==> src/sv/deq_pkg.sv <==
// shared types and codes for the double-ended queue
// no dependencies; imported by deq_ctrl, deq_mem and double_ended_queue_top
package deq_pkg;

	localparam int WORD_W = 32;

	typedef logic signed [WORD_W-1:0] word_t;

	typedef enum logic [1:0] {
		CMD_PUSH_FRONT = 2'd0,
		CMD_PUSH_REAR  = 2'd1,
		CMD_POP_FRONT  = 2'd2,
		CMD_POP_REAR   = 2'd3
	} cmd_t;

	typedef enum logic [1:0] {
		ST_OK    = 2'd0,
		ST_EMPTY = 2'd1,
		ST_FULL  = 2'd2
	} status_t;

endpackage

==> src/sv/deq_mem.sv <==
// entry storage of the ring: one write port, one read port, registered read data
// depends on deq_pkg for the word type
module deq_mem import deq_pkg::*; #(
	parameter int DEPTH = 16,
	parameter int IDX_W = 4
) (
	input  logic             clk,
	input  logic             wr_en,
	input  logic [IDX_W-1:0] wr_addr,
	input  word_t            wr_data,
	input  logic             rd_en,
	input  logic [IDX_W-1:0] rd_addr,
	output word_t            rd_data
);

	word_t mem [DEPTH];
	word_t rd_data_q;

	always_ff @(posedge clk) begin
		if (wr_en) begin
			mem[wr_addr] <= wr_data;
		end
		if (rd_en) begin
			rd_data_q <= mem[rd_addr];
		end
	end

	assign rd_data = rd_data_q;

endmodule

==> src/sv/deq_ctrl.sv <==
// command decode, ring pointers and cached end words of the deque
// depends on deq_pkg; drives the ports of deq_mem
module deq_ctrl import deq_pkg::*; #(
	parameter int DEPTH = 16,
	parameter int IDX_W = 4,
	parameter int CNT_W = 5
) (
	input  logic             clk,
	input  logic             arst_n,
	input  logic             in_valid,
	output logic             in_ready,
	input  cmd_t             in_cmd,
	input  word_t            in_value,
	output logic             res_valid,
	input  logic             res_take,
	output status_t          res_status,
	output word_t            res_removed,
	output word_t            res_front,
	output word_t            res_rear,
	output logic [CNT_W-1:0] res_count,
	output logic             mem_we,
	output logic [IDX_W-1:0] mem_waddr,
	output word_t            mem_wdata,
	output logic             mem_re,
	output logic [IDX_W-1:0] mem_raddr,
	input  word_t            mem_rdata
);

	localparam int SUM_W = CNT_W + 1;

	logic             busy_q;
	logic [IDX_W-1:0] head_q;
	logic [CNT_W-1:0] count_q;
	word_t            front_q;
	word_t            rear_q;
	logic             fix_front_s1;
	logic             fix_rear_s1;
	status_t          status_s1;
	word_t            removed_s1;

	logic             accept;
	logic             done;
	logic             full;
	logic             empty;
	word_t            front_cur;
	word_t            rear_cur;
	logic [IDX_W-1:0] head_dec;
	logic [IDX_W-1:0] head_inc;
	logic [SUM_W-1:0] tail_sum;
	logic [SUM_W-1:0] last_sum;
	logic [SUM_W-1:0] tail_wrap;
	logic [SUM_W-1:0] last_wrap;

	logic [IDX_W-1:0] head_n;
	logic [CNT_W-1:0] count_n;
	word_t            front_n;
	word_t            rear_n;
	status_t          status_n;
	word_t            removed_n;
	logic             fix_front_n;
	logic             fix_rear_n;
	logic             we_n;
	logic             re_n;

	// a pop still waiting on its read data takes the end word straight from the memory
	assign front_cur = (busy_q && fix_front_s1) ? mem_rdata : front_q;
	assign rear_cur  = (busy_q && fix_rear_s1)  ? mem_rdata : rear_q;

	assign done     = busy_q && res_take;
	assign in_ready = !busy_q || res_take;
	assign accept   = in_valid && in_ready;

	assign full  = (count_q == CNT_W'(DEPTH));
	assign empty = (count_q == '0);

	assign head_dec = (head_q == '0) ? IDX_W'(DEPTH - 1) : head_q - IDX_W'(1);
	assign head_inc = (head_q == IDX_W'(DEPTH - 1)) ? '0 : head_q + IDX_W'(1);

	// slot after the rear, slot before it; tail_sum stays below twice the depth
	assign tail_sum  = SUM_W'(head_q) + SUM_W'(count_q);
	assign last_sum  = tail_sum - SUM_W'(2);
	assign tail_wrap = (tail_sum >= SUM_W'(DEPTH)) ? tail_sum - SUM_W'(DEPTH) : tail_sum;
	assign last_wrap = (last_sum >= SUM_W'(DEPTH)) ? last_sum - SUM_W'(DEPTH) : last_sum;

	always_comb begin
		head_n      = head_q;
		count_n     = count_q;
		front_n     = front_cur;
		rear_n      = rear_cur;
		status_n    = ST_OK;
		removed_n   = '0;
		fix_front_n = 1'b0;
		fix_rear_n  = 1'b0;
		we_n        = 1'b0;
		re_n        = 1'b0;
		mem_waddr   = head_dec;
		mem_raddr   = head_inc;
		unique case (in_cmd)
			CMD_PUSH_FRONT: begin
				if (full) begin
					status_n = ST_FULL;
				end else begin
					we_n      = 1'b1;
					mem_waddr = head_dec;
					head_n    = head_dec;
					count_n   = count_q + CNT_W'(1);
					front_n   = in_value;
					if (empty) begin
						rear_n = in_value;
					end
				end
			end
			CMD_PUSH_REAR: begin
				if (full) begin
					status_n = ST_FULL;
				end else begin
					we_n      = 1'b1;
					mem_waddr = tail_wrap[IDX_W-1:0];
					count_n   = count_q + CNT_W'(1);
					rear_n    = in_value;
					if (empty) begin
						front_n = in_value;
					end
				end
			end
			CMD_POP_FRONT: begin
				if (empty) begin
					status_n = ST_EMPTY;
				end else begin
					removed_n = front_cur;
					head_n    = head_inc;
					count_n   = count_q - CNT_W'(1);
					if (count_q == CNT_W'(1)) begin
						front_n = '0;
						rear_n  = '0;
					end else begin
						re_n        = 1'b1;
						mem_raddr   = head_inc;
						fix_front_n = 1'b1;
					end
				end
			end
			CMD_POP_REAR: begin
				if (empty) begin
					status_n = ST_EMPTY;
				end else begin
					removed_n = rear_cur;
					count_n   = count_q - CNT_W'(1);
					if (count_q == CNT_W'(1)) begin
						front_n = '0;
						rear_n  = '0;
					end else begin
						re_n       = 1'b1;
						mem_raddr  = last_wrap[IDX_W-1:0];
						fix_rear_n = 1'b1;
					end
				end
			end
			default: begin
				status_n = ST_OK;
			end
		endcase
	end

	assign mem_we    = accept && we_n;
	assign mem_re    = accept && re_n;
	assign mem_wdata = in_value;

	always_ff @(posedge clk or negedge arst_n) begin
		if (!arst_n) begin
			busy_q       <= 1'b0;
			head_q       <= '0;
			count_q      <= '0;
			front_q      <= '0;
			rear_q       <= '0;
			fix_front_s1 <= 1'b0;
			fix_rear_s1  <= 1'b0;
		end else if (accept) begin
			busy_q       <= 1'b1;
			head_q       <= head_n;
			count_q      <= count_n;
			front_q      <= front_n;
			rear_q       <= rear_n;
			fix_front_s1 <= fix_front_n;
			fix_rear_s1  <= fix_rear_n;
		end else if (busy_q) begin
			// fold the read data into the cached end words
			front_q      <= front_cur;
			rear_q       <= rear_cur;
			fix_front_s1 <= 1'b0;
			fix_rear_s1  <= 1'b0;
			if (done) begin
				busy_q <= 1'b0;
			end
		end
	end

	always_ff @(posedge clk) begin
		if (accept) begin
			status_s1  <= status_n;
			removed_s1 <= removed_n;
		end
	end

	assign res_valid   = busy_q;
	assign res_status  = status_s1;
	assign res_removed = removed_s1;
	assign res_front   = front_cur;
	assign res_rear    = rear_cur;
	assign res_count   = count_q;

endmodule

==> src/sv/double_ended_queue_top.sv <==
// double-ended queue of signed words on a ring of DEPTH entries
// results: a command's result is registered in deq_ctrl and then in the output register before it is offered
// throughput: one command per cycle while the output is not stalled; each command makes at most one memory access
// pops fetch the new end word from the memory in the cycle after acceptance
// reset: asynchronous, clears pointers, count and valid flags; entries are not cleared
// depends on deq_pkg, deq_ctrl and deq_mem
module double_ended_queue_top import deq_pkg::*; #(
	parameter int DEPTH = 16,
	localparam int IDX_W = $clog2(DEPTH),
	localparam int CNT_W = $clog2(DEPTH + 1),
	localparam int M_DATA_W = ((3 * WORD_W + CNT_W + 7) / 8) * 8
) (
	input  logic                clk,
	input  logic                arst_n,
	input  logic                s_tvalid,
	output logic                s_tready,
	input  logic [WORD_W-1:0]   s_tdata,  // value
	input  logic [1:0]          s_tuser,  // command
	output logic                m_tvalid,
	input  logic                m_tready,
	output logic [M_DATA_W-1:0] m_tdata,  // removed_value, front_value, rear_value, occupancy
	output logic [1:0]          m_tuser   // status
);

	logic             res_valid;
	logic             res_take;
	status_t          res_status;
	word_t            res_removed;
	word_t            res_front;
	word_t            res_rear;
	logic [CNT_W-1:0] res_count;

	logic             mem_we;
	logic [IDX_W-1:0] mem_waddr;
	word_t            mem_wdata;
	logic             mem_re;
	logic [IDX_W-1:0] mem_raddr;
	word_t            mem_rdata;

	logic             out_valid_q;
	status_t          status_q;
	word_t            removed_q;
	word_t            front_q;
	word_t            rear_q;
	logic [CNT_W-1:0] count_q;
	logic             load;

	deq_ctrl #(
		.DEPTH(DEPTH),
		.IDX_W(IDX_W),
		.CNT_W(CNT_W)
	) u_ctrl (
		.clk        (clk),
		.arst_n     (arst_n),
		.in_valid   (s_tvalid),
		.in_ready   (s_tready),
		.in_cmd     (cmd_t'(s_tuser)),
		.in_value   (word_t'(s_tdata)),
		.res_valid  (res_valid),
		.res_take   (res_take),
		.res_status (res_status),
		.res_removed(res_removed),
		.res_front  (res_front),
		.res_rear   (res_rear),
		.res_count  (res_count),
		.mem_we     (mem_we),
		.mem_waddr  (mem_waddr),
		.mem_wdata  (mem_wdata),
		.mem_re     (mem_re),
		.mem_raddr  (mem_raddr),
		.mem_rdata  (mem_rdata)
	);

	deq_mem #(
		.DEPTH(DEPTH),
		.IDX_W(IDX_W)
	) u_mem (
		.clk    (clk),
		.wr_en  (mem_we),
		.wr_addr(mem_waddr),
		.wr_data(mem_wdata),
		.rd_en  (mem_re),
		.rd_addr(mem_raddr),
		.rd_data(mem_rdata)
	);

	// output register frees up on the same cycle its transaction completes
	assign res_take = !out_valid_q || m_tready;
	assign load     = res_valid && res_take;

	always_ff @(posedge clk or negedge arst_n) begin
		if (!arst_n) begin
			out_valid_q <= 1'b0;
		end else if (load) begin
			out_valid_q <= 1'b1;
		end else if (m_tready) begin
			out_valid_q <= 1'b0;
		end
	end

	always_ff @(posedge clk) begin
		if (load) begin
			status_q  <= res_status;
			removed_q <= res_removed;
			front_q   <= res_front;
			rear_q    <= res_rear;
			count_q   <= res_count;
		end
	end

	assign m_tvalid = out_valid_q;
	assign m_tuser  = status_q;
	assign m_tdata  = M_DATA_W'({count_q, rear_q, front_q, removed_q});

endmodule
==> config.mk <==
export PLATFORM = sky130hd
export DESIGN_NAME = double_ended_queue_top
export DESIGN_NICKNAME = d
export VERILOG_FILES = /design/src/sv/deq_pkg.sv /design/src/sv/deq_mem.sv /design/src/sv/deq_ctrl.sv /design/src/sv/double_ended_queue_top.sv
export SDC_FILE = /design/constraint.sdc
export NUM_CORES = 1
export LEC_CHECK = 0
export BUFFER_PORTS_ARGS = -buffer_cell sky130_fd_sc_hd__buf_2
export CORE_ASPECT_RATIO = 0.8
export CORE_MARGIN = 1.5
export CORE_UTILIZATION = 35
export CTS_CLUSTER_DIAMETER = 120
export CTS_CLUSTER_SIZE = 25
export DETAILED_ROUTE_END_ITERATION = 12
export GPL_TIMING_DRIVEN = 0
export HOLD_SLACK_MARGIN = 0.05
export SLEW_MARGIN = 15
export SYNTH_ARGS = -nofsm -noshare
export SYNTH_HDL_FRONTEND = slang
export SYNTH_HIERARCHICAL = 1
export SYNTH_SLANG_ARGS = --single-unit
==> constraint.sdc <==
create_clock -name clk -period 7.45 [get_ports clk]
set_input_delay 1.1175 -clock clk [delete_from_list [all_inputs] [get_ports clk]]
set_output_delay 1.1175 -clock clk [all_outputs]
set_load 0.02 [all_outputs]
==> flow_summary.yaml <==
run_status:
  outcome: "completed"
setup_path:
  critPathKind: "flop to flop"
  rr_startpoint: "u_ctrl/res_count[1]"
  cp_max_fo: 10
  end_kind: "flop"
  rrSetupSlack_ps: 2410
  required_ps: 7730
  r2r_cells: 12
  arrival_ps: 5310
  rr_endpoint: "u_mem/rd_data[21]"
  start_kind: "flop"
final_layout:
  design_area_mm2: 0.03454
  nets: 1961
  ff_latch_area_mm2: 0.02238
  drive_gt1_share_pct: 26.08
  final_common_cell: "edfxtp_1"
  layout_common_cells: "681 x edfxtp_1, 154 x buf_2, 129 x mux4_2"
  multiInputGateArea_mm2: 0.007569
  area_growth_pct: 12.54
  fillers: 7708
floorplanning:
  die_h_um: 267.9
  start_util_pct: 35.54
  core_area_mm2: 0.08636
  die_w_um: 334.1
  fp.dieArea_mm2: 0.08950
  rows: 96
  ios: 146
placed_design:
  place.gp.congestion: 0.8846
  dpl.hpwl_um: 55700
  place_ws_ps: 2006
  port_buffers: 141
  dpl_cell_area_mm2: 0.03354
timing:
  rsz0062_at_grt: "false"
  fin_crit_sh_pct: 67.61
  tns_ps: 0
  max_clock_freq_ghz: 0.1985
  finalMaxSlewViolations: 0
  hold_viol: 0
  fin_crit_ps: 5037
  worst_pin_slew_ps: 1016
  fin_skew_ps: 21.70
  slew_headroom_pct: 32.29
  final-setup-viol-count: 0
  worst_slack_ps: 2413
clock_network:
  cts_resized: 0
  numCtsBuffers: 36
  cts_setup_buffers: 0
  clock_latency_ps: 580
  cts_tree: "done"
  cts.sinks: 758
  clkTransAtPathRegs_ps: 110
  cts-root-buf: "clkbuf_16"
  htreeDepth: 2
  ctsHoldBuffers: 0
  clock_path_buffers: 3
min_path:
  holdCritPathClass: "flop to flop"
  hold-path-cell-count: 0
  hold_start: "u_ctrl/res_removed[19]"
  min_to: "removed_q[19]"
synthesis:
  yosys_warnings: 6
  synth.distinct_cells: 60
  async_flop_share_pct: 10.16
  synth-seq-cells: 758
  ys.flop_type: "edfxtp_1"
  syn_avg_cell_area_um2: 18.13
  ys_seq_area_share_pct: 72.90
  syn_inst: 1693
  synth_edf_count: 681
  synth_area_mm2: 0.03069
pwr:
  p_comb_share_pct: 44.2
  p_total_w: 0.01435
  ir_drop_v: 0.0003574
  p_leak_nw: 11.66
  power_frac_seq_pct: 40.4
  clockPowerShare_pct: 15.3
  p_sw_w: 0.005528
  power_switching_share_pct: 38.52
  powerDensity_mw_per_mm2: 415.4
  internal_power_w: 0.008822
run:
  max_cap_violations: 0
global_route:
  grt_antenna_before_repair: 6
  grt_pass1_wl_um: 117200
  grt_pass1_vias: 16760
  grt_max_degree: 63
  overflow: 0
  grt_util_all_layers_pct: 17.92
routing:
  firstDrtPassIters: 6
  drt-initial-drc-count: 2119
  wire_per_inst_um: 26.54
  drc: 0
  vias_per_cell: 5.563
  wl_um: 81060
  vias: 16990
  drtAntennaViolNets: 0
worst max-delay path: stages (launching register included):
cell and delay (ps):
dfrtp_1 500, inv_1 140, ha_1 310, or4b_1 200, buf_4 170, nand3_1 340, a21oi_1 740, mux2_2 300
buf_2 310, clkbuf_1 750, mux4_2 410, a22oi_1 280, nand2_1 260
cells by family (layout without fill, tap and decap cells):
kind of cell / Yosys count / count (layout) / share of synthesized area [%]
multiplexers: 238 / 238 / 13.28
AO/OA/AOI/OAI: 283 / 283 / 6.771
flip-flops: 758 / 758 / 72.90
XOR/XNOR: 14 / 14 / 0.4443
other: 1 / 5 / 0.01222
buffers and inverters: 180 / 410 / 2.882
AND/OR/NAND/NOR: 208 / 208 / 3.237
adder cells (fa/ha/maj): 11 / 11 / 0.4729
stage by stage:
| step | instances | util [%] | hold WS (ps) |
|---|---|---|---|
| after floorplan | 1695 | - | 400.3 |
| after detailed placement | 3001 | 38.84 | 404.5 |
| after CTS | 3052 | 39.99 | 415.6 |
| final | 3054 | 40.00 | 413.7 |
| after global routing | 3053 | 39.99 | 423.1 |
| after global placement | 2963 | 38.00 | 402.5 |
Yosys cell counts, types with 3 or more instances:
library cell | n | area [um^2]
a211oi_1 | 3 | 22.52
a21o_1 | 3 | 22.52
a21oi_1 | 39 | 195.2
a221o_1 | 30 | 300.3
a22o_1 | 19 | 166.4
a22oi_1 | 72 | 540.5
a31oi_1 | 12 | 75.07
a32oi_1 | 10 | 87.58
and2_1 | 21 | 131.4
buf_1 | 20 | 75.07
buf_2 | 14 | 70.07
buf_4 | 45 | 337.8
buf_6 | 3 | 33.78
clkbuf_1 | 56 | 210.2
dfrtp_1 | 77 | 1927
edfxtp_1 | 681 | 20450
ha_1 | 10 | 125.1
inv_1 | 40 | 150.1
mux2_2 | 64 | 720.7
mux2i_1 | 45 | 450.4
mux4_2 | 129 | 2905
nand2_1 | 79 | 296.5
nand2b_1 | 3 | 18.77
nand3_1 | 17 | 85.08
nand3b_1 | 3 | 22.52
nand4_1 | 5 | 31.28
nor2_1 | 48 | 180.2
nor2b_1 | 5 | 31.28
nor3_1 | 11 | 55.05
o211ai_1 | 3 | 22.52
o21ai_0 | 32 | 160.2
o221ai_1 | 9 | 78.83
o22ai_1 | 22 | 137.6
o2bb2ai_1 | 20 | 175.2
or2_2 | 3 | 18.77
or3b_2 | 3 | 26.28
xnor2_1 | 6 | 52.55
xor2_1 | 7 | 61.31
per-layer routing:
layer | part of all wire, % | track usage [%] | vias up
met3 | 7.5 | 2.569 | 105
met4 | 2.2 | 4.251 | 2
met1 | 43 | 25.56 | 8899
li1 | - | - | 7190
met2 | 47 | 29.13 | 793
met5 | 0.0086 | 0 | -
area by class of cell:
| type | count | share of cell area [%] |
|---|---|---|
| Antenna cell | 2 | 0.01449 |
| Tap cell | 1127 | 4.082 |
| Inverter | 42 | 0.4564 |
| Timing Repair Buffer | 179 | 3.763 |
| Buffer | 138 | 2.115 |
| Clock inverter | 1 | 0.05795 |
| Clock buffer | 50 | 2.822 |
| Multi-Input combinational cell | 757 | 21.91 |
| Sequential cell | 758 | 64.78 |
worst max-delay path by stage:
stage / start / depth (start not counted) / slack, ps / to
after detailed placement: s_tuser[1] / 10 / 2010 / u_mem/rd_data[21]
after floorplan: s_tvalid / 7 / 2170 / u_mem/mem[0][0]
final: u_ctrl/res_count[1] / 12 / 2410 / u_mem/rd_data[21]
after global routing: u_ctrl/res_count[0] / 13 / 2260 / u_mem/mem[0][19]
after global placement: s_tvalid / 7 / -1560 / u_mem/mem[8][21]
after CTS: u_ctrl/res_count[1] / 12 / 2510 / u_mem/rd_data[21]
power groups by stage:
| stage | clock network, W | logic, W | registers [W] |
|---|---|---|---|
| floorplan | 0 | 0.00381 | 0.00593 |
| global placement | 0 | 0.00614 | 0.00590 |
| detailed placement | 0 | 0.00633 | 0.00589 |
| CTS | 0.00226 | 0.00635 | 0.00580 |
| global route | 0.00239 | 0.00675 | 0.00586 |
| finish | 0.00220 | 0.00635 | 0.00580 |
state kept, by name, summed over array words and instances, names as in the netlist:
name	count
count_q	5
u_ctrl/res_count	5
u_ctrl/rear_q	32
u_ctrl/res_removed	32
u_ctrl/head_q	4
m_tvalid	1
u_ctrl/res_status	2
u_ctrl/fix_rear_s1	1
u_ctrl/front_q	32
front_q	32
u_mem/rd_data	32
u_ctrl/fix_front_s1	1
u_ctrl/res_valid	1
u_mem/mem	512
rear_q	32
removed_q	32
m_tuser	2
(Power assumes the default switching activity.)
